<file path="config.mk">
export PLATFORM = sky130hd
export DESIGN_NAME = hand_enter_leave_gesture_detector
export DESIGN_NICKNAME = d
export VERILOG_FILES = /design/src/rtl/hegd_pkg.sv /design/src/rtl/hegd_zone.sv /design/src/rtl/hegd_track.sv /design/src/rtl/hand_enter_leave_gesture_detector.sv
export SDC_FILE = /design/constraint.sdc
export NUM_CORES = 1
export LEC_CHECK = 0
export BUFFER_PORTS_ARGS = -buffer_cell sky130_fd_sc_hd__buf_4
export CAP_MARGIN = 20
export CORE_ASPECT_RATIO = 0.9
export CORE_MARGIN = 1.5
export CORE_UTILIZATION = 60
export CTS_CLUSTER_DIAMETER = 100
export DETAILED_ROUTE_END_ITERATION = 12
export PLACE_DENSITY_LB_ADDON = 0.2
export SETUP_SLACK_MARGIN = 0.15
export SYNTH_ARGS = -nofsm -noshare
export SYNTH_HDL_FRONTEND = slang
export SYNTH_SLANG_ARGS = --single-unit
</file>
<file path="constraint.sdc">
create_clock -name clk -period 15.5 [get_ports clk]
set_input_delay 3.875 -clock clk [delete_from_list [all_inputs] [get_ports clk]]
set_output_delay 3.875 -clock clk [all_outputs]
set_load 0.02 [all_outputs]
</file>
<file path="src/rtl/hegd_pkg.sv">
// Package for the hand enter/leave gesture detector.
// Holds zone and gesture codes, register indexes, reset values and the config struct.
// No dependencies.
package hegd_pkg;

  // Field widths
  localparam int DIST_W   = 16;
  localparam int TIME_W   = 32;
  localparam int CFG_W    = 16;
  localparam int CFG_IDX_W = 3;

  // Zone codes
  typedef enum logic [1:0] {
    ZN_EMPTY = 2'd0,
    ZN_NEAR  = 2'd1,
    ZN_FAR   = 2'd2,
    ZN_MID   = 2'd3
  } zone_t;

  // Gesture codes
  typedef enum logic [1:0] {
    GEST_NONE  = 2'd0,
    GEST_ENTER = 2'd1,
    GEST_LEAVE = 2'd2
  } gesture_t;

  // Register indexes on the config port
  localparam logic [CFG_IDX_W-1:0] REG_EMPTY_MAX = 3'd0;
  localparam logic [CFG_IDX_W-1:0] REG_NEAR_MAX  = 3'd1;
  localparam logic [CFG_IDX_W-1:0] REG_FAR_MIN   = 3'd2;
  localparam logic [CFG_IDX_W-1:0] REG_DWELL     = 3'd3;
  localparam logic [CFG_IDX_W-1:0] REG_MEMORY    = 3'd4;
  localparam logic [CFG_IDX_W-1:0] REG_LOCKOUT   = 3'd5;

  // Register reset values
  localparam logic [CFG_W-1:0] RST_EMPTY_MAX = 16'd74;
  localparam logic [CFG_W-1:0] RST_NEAR_MAX  = 16'd135;
  localparam logic [CFG_W-1:0] RST_FAR_MIN   = 16'd180;
  localparam logic [CFG_W-1:0] RST_DWELL     = 16'd120;
  localparam logic [CFG_W-1:0] RST_MEMORY    = 16'd1500;
  localparam logic [CFG_W-1:0] RST_LOCKOUT   = 16'd800;

  // Register file contents handed to the datapath
  typedef struct packed {
    logic [CFG_W-1:0] empty_max_mm;
    logic [CFG_W-1:0] near_lim_mm;   // upper bound of the near zone
    logic [CFG_W-1:0] far_lim_mm;    // lower bound of the far zone
    logic [CFG_W-1:0] dwell_ms;
    logic [CFG_W-1:0] memory_ms;
    logic [CFG_W-1:0] lockout_ms;
  } cfg_t;

endpackage

</file>
<file path="src/rtl/hegd_zone.sv">
// Zone classifier: sorts one sample into empty, near, far or middle.
// Depends on hegd_pkg.
module hegd_zone (
  input  logic                         sample_valid,
  input  logic [hegd_pkg::DIST_W-1:0]  distance_mm,
  input  hegd_pkg::cfg_t               cfg,
  output hegd_pkg::zone_t              zone
);

  // Empty test first, then near, then far; overlapping thresholds resolve in that order
  always_comb begin
    if (!sample_valid || distance_mm <= cfg.empty_max_mm) begin
      zone = hegd_pkg::ZN_EMPTY;
    end else if (distance_mm <= cfg.near_lim_mm) begin
      zone = hegd_pkg::ZN_NEAR;
    end else if (distance_mm >= cfg.far_lim_mm) begin
      zone = hegd_pkg::ZN_FAR;
    end else begin
      zone = hegd_pkg::ZN_MID;
    end
  end

endmodule

</file>
<file path="src/rtl/hegd_track.sv">
// Tracking state and gesture decision for one sample per step.
// Depends on hegd_pkg.
module hegd_track (
  input  logic                         clk,
  input  logic                         rst_n,
  input  logic                         step_en,
  input  hegd_pkg::cfg_t               cfg,
  input  hegd_pkg::zone_t              zone,
  input  logic [hegd_pkg::TIME_W-1:0]  now,
  output hegd_pkg::gesture_t           gesture
);

  hegd_pkg::zone_t             stable_r, stable_nxt;
  hegd_pkg::zone_t             cand_r, cand_nxt;
  logic                        seen_r, seen_nxt;
  logic                        sess_r, sess_nxt;
  logic [hegd_pkg::TIME_W-1:0] hand_time_r, hand_time_nxt;
  logic [hegd_pkg::TIME_W-1:0] cand_time_r, cand_time_nxt;
  logic [hegd_pkg::TIME_W-1:0] lock_end_r, lock_end_nxt;

  logic [hegd_pkg::TIME_W-1:0] hand_upd;
  logic [hegd_pkg::TIME_W-1:0] hand_dt;
  logic [hegd_pkg::TIME_W-1:0] cand_dt;
  logic [hegd_pkg::TIME_W-1:0] lock_new;
  logic                        expired;
  logic                        seen_mid;
  hegd_pkg::zone_t             stable_mid;

  // Time differences wrap at 32 bits
  assign hand_upd = (sess_r && (zone == hegd_pkg::ZN_NEAR || zone == hegd_pkg::ZN_MID))
                    ? now : hand_time_r;
  assign hand_dt  = now - hand_upd;
  assign cand_dt  = now - cand_time_r;
  assign lock_new = now + {{(hegd_pkg::TIME_W-hegd_pkg::CFG_W){1'b0}}, cfg.lockout_ms};
  assign expired  = hand_dt > {{(hegd_pkg::TIME_W-hegd_pkg::CFG_W){1'b0}}, cfg.memory_ms};

  // Hand memory expiry outside a session
  always_comb begin
    seen_mid   = seen_r;
    stable_mid = stable_r;
    if (seen_r && !sess_r && expired) begin
      seen_mid   = 1'b0;
      stable_mid = hegd_pkg::ZN_EMPTY;
    end
  end

  // Next state and gesture
  always_comb begin
    stable_nxt    = stable_mid;
    cand_nxt      = cand_r;
    seen_nxt      = seen_mid;
    sess_nxt      = sess_r;
    hand_time_nxt = hand_upd;
    cand_time_nxt = cand_time_r;
    lock_end_nxt  = lock_end_r;
    gesture       = hegd_pkg::GEST_NONE;
    if (sess_r && expired) begin
      // session timeout
      stable_nxt   = stable_r;
      seen_nxt     = 1'b0;
      sess_nxt     = 1'b0;
      lock_end_nxt = lock_new;
      gesture      = hegd_pkg::GEST_LEAVE;
    end else if ((zone != hegd_pkg::ZN_NEAR && zone != hegd_pkg::ZN_FAR) ||
                 (now < lock_end_r)) begin
      // no hand zone, or locked out
      gesture = hegd_pkg::GEST_NONE;
    end else if (zone != cand_r) begin
      // new candidate zone starts its dwell
      cand_nxt      = zone;
      cand_time_nxt = now;
    end else if (cand_dt >= {{(hegd_pkg::TIME_W-hegd_pkg::CFG_W){1'b0}}, cfg.dwell_ms}) begin
      // candidate has dwelt long enough: it becomes stable
      if (seen_mid) begin
        if (!sess_r && stable_mid == hegd_pkg::ZN_FAR && zone == hegd_pkg::ZN_NEAR) begin
          gesture  = hegd_pkg::GEST_ENTER;
          sess_nxt = 1'b1;
        end else if (sess_r && stable_mid == hegd_pkg::ZN_NEAR &&
                     zone == hegd_pkg::ZN_FAR) begin
          gesture  = hegd_pkg::GEST_LEAVE;
          sess_nxt = 1'b0;
        end
      end
      stable_nxt    = zone;
      seen_nxt      = 1'b1;
      hand_time_nxt = now;
      if (gesture != hegd_pkg::GEST_NONE) begin
        lock_end_nxt = lock_new;
      end
    end
  end

  // State registers, updated once per processed beat
  always_ff @(posedge clk) begin
    if (!rst_n) begin
      stable_r    <= hegd_pkg::ZN_EMPTY;
      cand_r      <= hegd_pkg::ZN_EMPTY;
      seen_r      <= 1'b0;
      sess_r      <= 1'b0;
      hand_time_r <= '0;
      cand_time_r <= '0;
      lock_end_r  <= '0;
    end else if (step_en) begin
      stable_r    <= stable_nxt;
      cand_r      <= cand_nxt;
      seen_r      <= seen_nxt;
      sess_r      <= sess_nxt;
      hand_time_r <= hand_time_nxt;
      cand_time_r <= cand_time_nxt;
      lock_end_r  <= lock_end_nxt;
    end
  end

endmodule

</file>
<file path="src/rtl/hand_enter_leave_gesture_detector.sv">
// Hand enter/leave gesture detector, top level: config registers, input and result registers.
// An accepted input beat passes the input register, then the result register, to out_tdata.
// Throughput: one beat per cycle when out_tready is high; tracking steps once per beat.
// Reset: synchronous, active low rst_n; clears state, handshake flags, config to defaults.
// Depends on hegd_pkg, hegd_zone, hegd_track.
module hand_enter_leave_gesture_detector (
  input  logic        clk,
  input  logic        rst_n,
  // input stream
  input  logic        in_tvalid,
  output logic        in_tready,
  input  logic [47:0] in_tdata,   // [15:0] distance_mm, [47:16] time_ms
  input  logic        in_tuser,   // [0] sample_valid
  // result stream
  output logic        out_tvalid,
  input  logic        out_tready,
  output logic [7:0]  out_tdata,  // [1:0] gesture, [7:2] zero
  // config write channel
  input  logic        cfg_valid,
  output logic        cfg_ready,
  input  logic [hegd_pkg::CFG_IDX_W-1:0] cfg_index,
  input  logic [hegd_pkg::CFG_W-1:0]     cfg_data
);

  hegd_pkg::cfg_t              cfg_r;
  logic                        in_vld_r;
  logic                        smp_valid_r;
  logic [hegd_pkg::DIST_W-1:0] dist_r;
  logic [hegd_pkg::TIME_W-1:0] time_r;
  logic                        out_vld_r;
  hegd_pkg::gesture_t          gest_r;
  logic                        advance;
  hegd_pkg::zone_t             zone;
  hegd_pkg::gesture_t          gest;

  // Config registers, always ready; unknown indexes are dropped
  assign cfg_ready = 1'b1;
  always_ff @(posedge clk) begin
    if (!rst_n) begin
      cfg_r.empty_max_mm <= hegd_pkg::RST_EMPTY_MAX;
      cfg_r.near_lim_mm  <= hegd_pkg::RST_NEAR_MAX;
      cfg_r.far_lim_mm   <= hegd_pkg::RST_FAR_MIN;
      cfg_r.dwell_ms     <= hegd_pkg::RST_DWELL;
      cfg_r.memory_ms    <= hegd_pkg::RST_MEMORY;
      cfg_r.lockout_ms   <= hegd_pkg::RST_LOCKOUT;
    end else if (cfg_valid) begin
      case (cfg_index)
        hegd_pkg::REG_EMPTY_MAX: cfg_r.empty_max_mm <= cfg_data;
        hegd_pkg::REG_NEAR_MAX:  cfg_r.near_lim_mm  <= cfg_data;
        hegd_pkg::REG_FAR_MIN:   cfg_r.far_lim_mm   <= cfg_data;
        hegd_pkg::REG_DWELL:     cfg_r.dwell_ms     <= cfg_data;
        hegd_pkg::REG_MEMORY:    cfg_r.memory_ms    <= cfg_data;
        hegd_pkg::REG_LOCKOUT:   cfg_r.lockout_ms   <= cfg_data;
        default: ;
      endcase
    end
  end

  // Handshake: input stage moves on when the result register is free or being drained
  assign advance   = in_vld_r && (!out_vld_r || out_tready);
  assign in_tready = !in_vld_r || advance;

  // Input register
  always_ff @(posedge clk) begin
    if (!rst_n) begin
      in_vld_r <= 1'b0;
    end else if (in_tready) begin
      in_vld_r <= in_tvalid;
    end
  end

  always_ff @(posedge clk) begin
    if (in_tready && in_tvalid) begin
      smp_valid_r <= in_tuser;
      dist_r      <= in_tdata[15:0];
      time_r      <= in_tdata[47:16];
    end
  end

  // Classification and tracking
  hegd_zone u_zone (
    .sample_valid (smp_valid_r),
    .distance_mm  (dist_r),
    .cfg          (cfg_r),
    .zone         (zone)
  );

  hegd_track u_track (
    .clk     (clk),
    .rst_n   (rst_n),
    .step_en (advance),
    .cfg     (cfg_r),
    .zone    (zone),
    .now     (time_r),
    .gesture (gest)
  );

  // Result register
  always_ff @(posedge clk) begin
    if (!rst_n) begin
      out_vld_r <= 1'b0;
    end else if (advance) begin
      out_vld_r <= 1'b1;
    end else if (out_tready) begin
      out_vld_r <= 1'b0;
    end
  end

  always_ff @(posedge clk) begin
    if (advance) begin
      gest_r <= gest;
    end
  end

  assign out_tvalid = out_vld_r;
  assign out_tdata  = {6'b0, gest_r};

endmodule

</file>
==> summary.txt, run 1 <==
Clock tree
  • Inserted Clock Buffers: 28
  • Number of setup buffers added after CTS: 0
  • Maximum buffer depth of the clock tree: 3
  • Clock H-tree levels: 1
  • Hold Buf Count CTS: 0
  • TritonCTS clock tree: done
  • Post_cts resized: 0
  • Master cell of the clock root buffer: clkbuf_16
  • Clock latency on the worst-skew pair: 560 ps
  • Clock slew seen by the registers of the worst setup and hold paths: 70 ps
  • TritonCTS sink count: 251

Placement
  • Total placed cells including tap cells: 2434
  • Setup slack after placement: 6780 ps
  • Detail Placement HPWL: 35200 µm
  • Placer Congestion: 0.974
  • PortBufs: 76

Global routing
  • Number of global-route vias before repair: 14.1k
  • Total global routing overflow: 0
  • Met3 GRT Util: 0.0523
  • Largest net degree at the start of global routing: 117
  • Antenna violations before repair: 0
  • GRT Resource Usage Total: 0.315
  • Met2 Resource Use GR: 0.481
  • Global-route wire length before repair: 74100 µm
  • GR Util met1: 0.463
  • Most heavily used metal layer in global routing: met2

Die
  • Total number of placement rows: 58
  • Die boundary height: 163 µm
  • Overall die area: 29500 µm²
  • IO Count: 84
  • Initial Util: 0.611
  • Core area: 27900 µm²
  • Die Width: 181 µm

Yosys
  • Sequential fraction of the synthesis area: 0.325
  • Post-Synth Simple-Gate Area: 0.178
  • Compound-cell area share of the yosys netlist: 0.190
  • Count of flip-flops with a built-in enable after synthesis: 51
  • Combinational family with the most area after synthesis: compound AO/OA/AOI/OAI gates
  • Syn. warnings: 0
  • Synthesized-area fraction occupied by xor and xnor cells: 0.0308
  • Adder-cell share of the synthesized area: 0.145
  • Instance count of the mapped netlist: 2072
  • Count of distinct cell types in the synthesized netlist: 86
  • Number of synthesized register bits: 251
  • Combined area of all synthesized cells: 17100 µm²
  • Fraction of synthesized area in multiplexers: 0.0660
  • Syn avg cell area: 8.23 µm²
  • Most instantiated flip-flop cell in the synthesis netlist: dfxtp_1
  • Share of synthesized registers carrying an async set or reset: 0

STA
  • Setup violation total in the final timing report: 0
  • Setup TNS: 0 ps
  • Skew final: 17.3 ps
  • Post-route clock period utilization: 0.575
  • Maximum clock rate: 112 MHz
  • Worst Hold Margin: 455 ps
  • Post-route setup slack: 6590 ps
  • Fin crit period: 8910 ps
  • Remaining max-slew budget at the tightest pin: 0.340
  • Fin. Hold Viols: 0
  • Tightest Pin Transition: 986 ps
  • Final slew viol count: 0
  • Unrepaired setup endpoints after global routing: no

Setup path
  • Type of destination of the critical path: flip-flop
  • Reg-to-reg critical path endpoint: u_track.lock_end_r[31]$_SDFFE_PN0P_
  • Setup Crit Path Kind: flip-flop to flip-flop
  • Critical Path AT: 9320 ps
  • CP dominant cell by count: nand2_1
  • Element type at the critical path start: flip-flop
  • CP max-delay cell: nor4b_4
  • Required time of the worst setup path: 15910 ps
  • Reg-to-reg critical path startpoint: dist_r[13]$_DFFE_PP_
  • Critical-path maximum fanout: 18
  • Worst Reg-to-Reg Cells: 29
  • Peak per-stage delay on the critical path: 920 ps
  • R2R Setup Slk: 6590 ps

Layout
  • Post-synthesis to final-layout area growth: 9.95%
  • Most common cell after layout, fill and taps aside: nand2_1
  • Highest-count cells in the layout ignoring fill and taps: 380 x nand2_1, 200 x dfxtp_1, 193 x ha_1, 189 x a21oi_1, 182 x inv_1
  • Layout net count: 2376
  • Number of diodes added for antenna fixing: 0
  • Ratio of cells with drive above 1 in the final layout: 0.0822
  • Non-filler instance count after layout: 2489

Drt
  • Overall via count from detail_route: 15.1k
  • Average wire per cell in the routed design: 18.9 µm
  • Via density per instance: 6.08
  • Number of nets with antenna violations after detailed routing: 0
  • DRC violation total after the first TritonRoute iteration: 1455
  • DRC: 0
  • Number of detailed-route iterations in the first pass: 5
  • Wire length reported by the detailed router: 47100 µm

Power and ir drop
  • Switching power total: 478 µW
  • Power per cell area: 88.7 nW/µm²
  • Peak VDD IR: 101 µV
  • Overall Power: 1660 µW
  • Clk network pwr share: 0.395
  • Sequential power share: 0.427
  • Relative contribution of combinational cells to total power: 0.178
  • Total leakage power: 0.00732 µW
  • Internal cell power: 1180 µW
  • Switching part of the total power: 0.287

Hold path
  • Worst hold endpoint: cfg_r[62]$_SDFFE_PN0P_
  • Startpoint of the worst hold path: cfg_r[62]$_SDFFE_PN0P_
  • Class of the tightest hold or removal check: flip-flop to flip-flop
  • Hold Crit Depth: 2

Run
  • Total of max-cap violations: 0

Status
  • Run status: finished clean
==> logic make-up (layout without fill, tap and decap cells) <==
group           count (synthesis)  after routing
compound gates                498            498
xor+xnor                       60             60
fa+ha+maj                     196            196
buf+inv                       274            326
flops                         251            251
mux                           112            112
other cells                     2              7
simple gates                  679            679
==> layout make-up <==
class                   instances  area, µm²
clock inverters                 9       86.3
flip-flops and latches        251       5540
fillers                      2358       9190
inverters                     185        694
well taps                     360        450
repair buffers                 89        699
multi-input cells            1552      10500
clock buffers                  43        827
==> synth_stat cells (15+ instances only) <==
library cell / n / area share
nand4_1: 31 / 0.011
xor2_1: 24 / 0.012
mux2i_1: 108 / 0.063
dfxtp_1: 200 / 0.23
a21oi_1: 189 / 0.055
nor2_1: 95 / 0.021
xnor2_1: 36 / 0.018
a21o_1: 36 / 0.016
inv_1: 182 / 0.040
o21a_1: 15 / 0.0066
o211ai_1: 34 / 0.015
edfxtp_1: 51 / 0.090
o21ai_0: 75 / 0.022
nand2_1: 380 / 0.084
ha_1: 193 / 0.14
nand3_1: 52 / 0.015
and3_1: 16 / 0.0059
nor2b_1: 15 / 0.0055
nor3_1: 25 / 0.0073
clkbuf_1: 63 / 0.014
a211oi_1: 39 / 0.017
==> how the worst max path moves through the flow <==
stage,to,startpoint,depth (start not counted)
after floorplan,in_tready,out_tready,2
after global placement,u_track.lock_end_r[0]$_SDFFE_PN0P_,dist_r[13]$_DFFE_PP_,29
after detailed placement,u_track.lock_end_r[28]$_SDFFE_PN0P_,dist_r[13]$_DFFE_PP_,29
after CTS,u_track.cand_time_r[7]$_SDFFE_PN0P_,dist_r[13]$_DFFE_PP_,29
after global routing,u_track.lock_end_r[28]$_SDFFE_PN0P_,dist_r[15]$_DFFE_PP_,29
final,u_track.lock_end_r[31]$_SDFFE_PN0P_,dist_r[13]$_DFFE_PP_,29
==> layer usage <==
layer,wire length (µm),part of all wire
met1,22100,0.47
met4,796,0.017
met2,19800,0.42
met3,4430,0.094
met5,0,0
==> critical path: cells and delay by family (launching register included) <==
family,cells,cell delay [ps]
compound gates,13,3410
xor+xnor,1,190
fa+ha+maj,3,1080
buf+inv,1,90
flops,1,430
simple gates,11,3520
==> sequential cells by signal (all words and copies together), names as in the netlist <==
register / count
out_tvalid: 1
smp_valid_r: 1
u_track.hand_time_r: 32
dist_r: 16
u_track.stable_r: 2
u_track.cand_time_r: 32
u_track.lock_end_r: 32
gest_r: 2
in_vld_r: 1
u_track.sess_r: 1
cfg_r: 96
time_r: 32
u_track.cand_r: 2
u_track.seen_r: 1
==> per-stage QoR <==
step                       util  cell area (µm²)
after detailed placement  0.637            17800
after global placement    0.637            17800
after global routing      0.671            18800
after floorplan               -            17100
final                     0.671            18800
after CTS                 0.669            18700
==> power by group through the flow <==
stage               logic (µW)  registers [µW]  clock network [µW]
finish                     296             709                 657
global route               326             711                 691
CTS                        289             708                 665
detailed placement         286             722                   0
global placement           279             722                   0
floorplan                  208             712                   0
Note: power is estimated with default switching activity, not from simulation.
==> run 2, diff against run 1 <==
--- a/config.mk
+++ b/config.mk
@@ -9,7 +9,7 @@
 export CAP_MARGIN = 20
 export CORE_ASPECT_RATIO = 0.9
 export CORE_MARGIN = 1.5
-export CORE_UTILIZATION = 60
+export CORE_UTILIZATION = 57
 export CTS_CLUSTER_DIAMETER = 100
 export DETAILED_ROUTE_END_ITERATION = 12
 export PLACE_DENSITY_LB_ADDON = 0.2
==> constraint.sdc (replaced) <==
create_clock -name clk -period 7.72 [get_ports clk]
set_input_delay 1.93 -clock clk [delete_from_list [all_inputs] [get_ports clk]]
set_output_delay 1.93 -clock clk [all_outputs]
set_load 0.02 [all_outputs]
==> summary.txt, run 2 (synthesis results as in run 1) <==
Status
  • Run status: finished clean

Layout
  • FF/Latch Area: 5540 µm² (unchanged)
  • Layout net count: 2391 (+0.63%)
  • Ratio of cells with drive above 1 in the final layout: 0.0924 (+0.0102)
  • Register containing the most flip-flops in the final layout: cfg_r
  • Finished Cell Area: 19000 µm² (+1.2%)
  • Post-synthesis to final-layout area growth: 11.3%
  • Highest-count cells in the layout ignoring fill and taps: 380 x nand2_1, 200 x dfxtp_1, 193 x ha_1, 186 x a21oi_1, 182 x inv_1
  • Number of diodes added for antenna fixing: 0 (unchanged)
  • Area occupied by multi-input gates: 10500 µm² (+0.45%)
  • Flip-flop count of the largest register after layout: 96 (unchanged)
  • Most common cell after layout, fill and taps aside: nand2_1
  • Number of filler cells placed in the layout: 2483 (+5.3%)

Placement
  • PortBufs: 76 (unchanged)
  • Placer Congestion: 0.973 (about the same)
  • Setup slack after placement: 263 ps (-6520 ps)
  • Area of placed instances: 18000 µm² (+1.1%)
  • Detail Placement HPWL: 37300 µm (+6.1%)

Power and ir drop
  • Power per cell area: 176 nW/µm² (+99%)
  • Total leakage power: 0.00741 µW (+1.3%)
  • Peak VDD IR: 222 µV (+120%)
  • Overall Power: 3340 µW (+100%)

Clock tree
  • Master cell of the clock root buffer: clkbuf_16
  • Clock latency on the worst-skew pair: 570 ps (about the same)
  • Clock slew seen by the registers of the worst setup and hold paths: 60 ps (about the same)
  • Maximum buffer depth of the clock tree: 3 (unchanged)
  • Inserted Clock Buffers: 28 (unchanged)
  • TritonCTS sink count: 251 (unchanged)
  • Clock H-tree levels: 1 (unchanged)
  • TritonCTS clock tree: done
  • Hold Buf Count CTS: 0 (unchanged)

Setup path
  • Critical-path maximum fanout: 17 (-1)
  • R2R Setup Slk: 420 ps (-6170 ps)
  • Type of destination of the critical path: flip-flop
  • Element type at the critical path start: flip-flop
  • CP dominant cell by count: ha_1
  • CP max-delay cell: or3_1
  • Reg-to-reg critical path startpoint: dist_r[15]$_DFFE_PP_
  • Worst Reg-to-Reg Cells: 29 (unchanged)
  • Reg-to-reg critical path endpoint: u_track.lock_end_r[0]$_SDFFE_PN0P_
  • Peak per-stage delay on the critical path: 470 ps (-450 ps)
  • Setup Crit Path Kind: flip-flop to flip-flop
  • Required time of the worst setup path: 8190 ps (-7720 ps)
  • Critical Path AT: 7770 ps (-1550 ps)

Hold path
  • Worst hold endpoint: cfg_r[79]$_SDFFE_PN0P_
  • Class of the tightest hold or removal check: flip-flop to flip-flop
  • Startpoint of the worst hold path: cfg_r[79]$_SDFFE_PN0P_
  • Hold Crit Depth: 2 (unchanged)

Drt
  • Overall via count from detail_route: 15.1k (-0.020%)
  • DRC: 0 (unchanged)
  • Number of detailed-route iterations in the first pass: 7 (+2)
  • Number of nets with antenna violations after detailed routing: 0 (unchanged)
  • Wire length reported by the detailed router: 48300 µm (+2.6%)
  • Average wire per cell in the routed design: 19.0 µm (+0.54%)
  • Via density per instance: 5.96 (-2.0%)
  • DRC violation total after the first TritonRoute iteration: 1148 (-21%)

Global routing
  • Number of global-route vias before repair: 14.2k (+0.59%)
  • Total global routing overflow: 0 (unchanged)
  • GRT Resource Usage Total: 0.309 (-0.00623)
  • Global-route wire length before repair: 75800 µm (+2.3%)
  • Largest net degree at the start of global routing: 94 (-20%)
  • Antenna violations before repair: 0 (unchanged)

Die
  • IO Count: 84 (unchanged)
  • Overall die area: 31000 µm² (+5.2%)
  • Die boundary height: 167 µm (+2.5%)
  • Total number of placement rows: 59 (+1.7%)
  • Die Width: 185 µm (+2.6%)
  • Initial Util: 0.585 (-0.0255)
  • Core area: 29200 µm² (+4.4%)

STA
  • Remaining max-slew budget at the tightest pin: 0.376 (+0.0361)
  • Tightest Pin Transition: 936 ps (-49.9 ps)
  • Final slew viol count: 0 (unchanged)
  • Unrepaired setup endpoints after global routing: no
  • Fin. Hold Viols: 0 (unchanged)
  • Setup violation total in the final timing report: 0 (unchanged)
  • Skew final: 37.6 ps (+20.3 ps)
  • Post-route clock period utilization: 0.946 (+0.371)
  • Fin crit period: 7300 ps (-1610 ps)
  • Post-route setup slack: 419 ps (-6170 ps)
  • Setup TNS: 0 ps (unchanged)
  • Maximum clock rate: 137 MHz (+22%)
  • Worst Hold Margin: 456 ps (+1.05 ps)

Run
  • Total of max-cap violations: 0 (unchanged)
-- run 2: changes by cell type in the layout (fill, tap and decap cells not counted), moves of 2 or more --
cell	previous run	this run
a21oi_1	189	186
a21oi_2	3	5
buf_4	86	99
buf_6	0	2
clkbuf_16	28	31
clkbuf_8	8	4
-- run 2: what timing repair did --
action / CTS / global route
resized for setup: 0 / 13
hold endpoints to repair: 0 / 0
endpoints found under the setup margin: 0 / 102
buffers inserted: 0 / 3
-- run 2: metal layers --
layer,GRT usage,share of wire
met5,0,0
met4,0.0530,0.013
met3,0.0557,0.095
met2,0.455,0.42
met1,0.473,0.47
-- run 2: layout make-up --
| type | instances | area share |
|---|---|---|
| well taps | 396 | 0.0261 |
| clock buffers | 43 | 0.0453 |
| clock inverters | 9 | 0.00356 |
| repair buffers | 104 | 0.0435 |
| multi-input cells | 1552 | 0.553 |
| inverters | 185 | 0.0366 |
| flip-flops and latches | 251 | 0.292 |
-- run 2: worst max-delay path, delay by kind of cell (launching register included) --
family	cells	cell delay, ps
buffers and inverters	3	630
flip-flops	1	460
adder cells (fa/ha/maj)	3	970
AO/OA/AOI/OAI	11	2390
multiplexers	2	440
XOR/XNOR	1	160
AND/OR/NAND/NOR	9	2150
-- run 2: power by group --
group          total [µW]  internal, µW  switching, µW
combinational         601           236            365
clock                1320           772            545
sequential           1430          1380           49.4
total                3340          2380            960
-- run 2: worst max-delay path by stage --
stage                                     from                                   to  slack, ps  cells past startpoint
after floorplan           dist_r[13]$_DFFE_PP_  u_track.lock_end_r[18]$_SDFFE_PN0P_        840                     29
after global placement    dist_r[11]$_DFFE_PP_   u_track.lock_end_r[0]$_SDFFE_PN0P_        420                     30
after detailed placement   dist_r[8]$_DFFE_PP_  u_track.lock_end_r[11]$_SDFFE_PN0P_        260                     31
after CTS                 dist_r[15]$_DFFE_PP_  u_track.lock_end_r[11]$_SDFFE_PN0P_        170                     31
after global routing      dist_r[15]$_DFFE_PP_   u_track.lock_end_r[0]$_SDFFE_PN0P_        210                     29
final                     dist_r[15]$_DFFE_PP_   u_track.lock_end_r[0]$_SDFFE_PN0P_        420                     29
-- run 2: metrics by stage --
stage                     utilization  std cells
after floorplan                     -       2077
final                           0.651       2540
after global routing            0.651       2540
after CTS                       0.649       2537
after global placement          0.617       2485
after detailed placement        0.617       2485
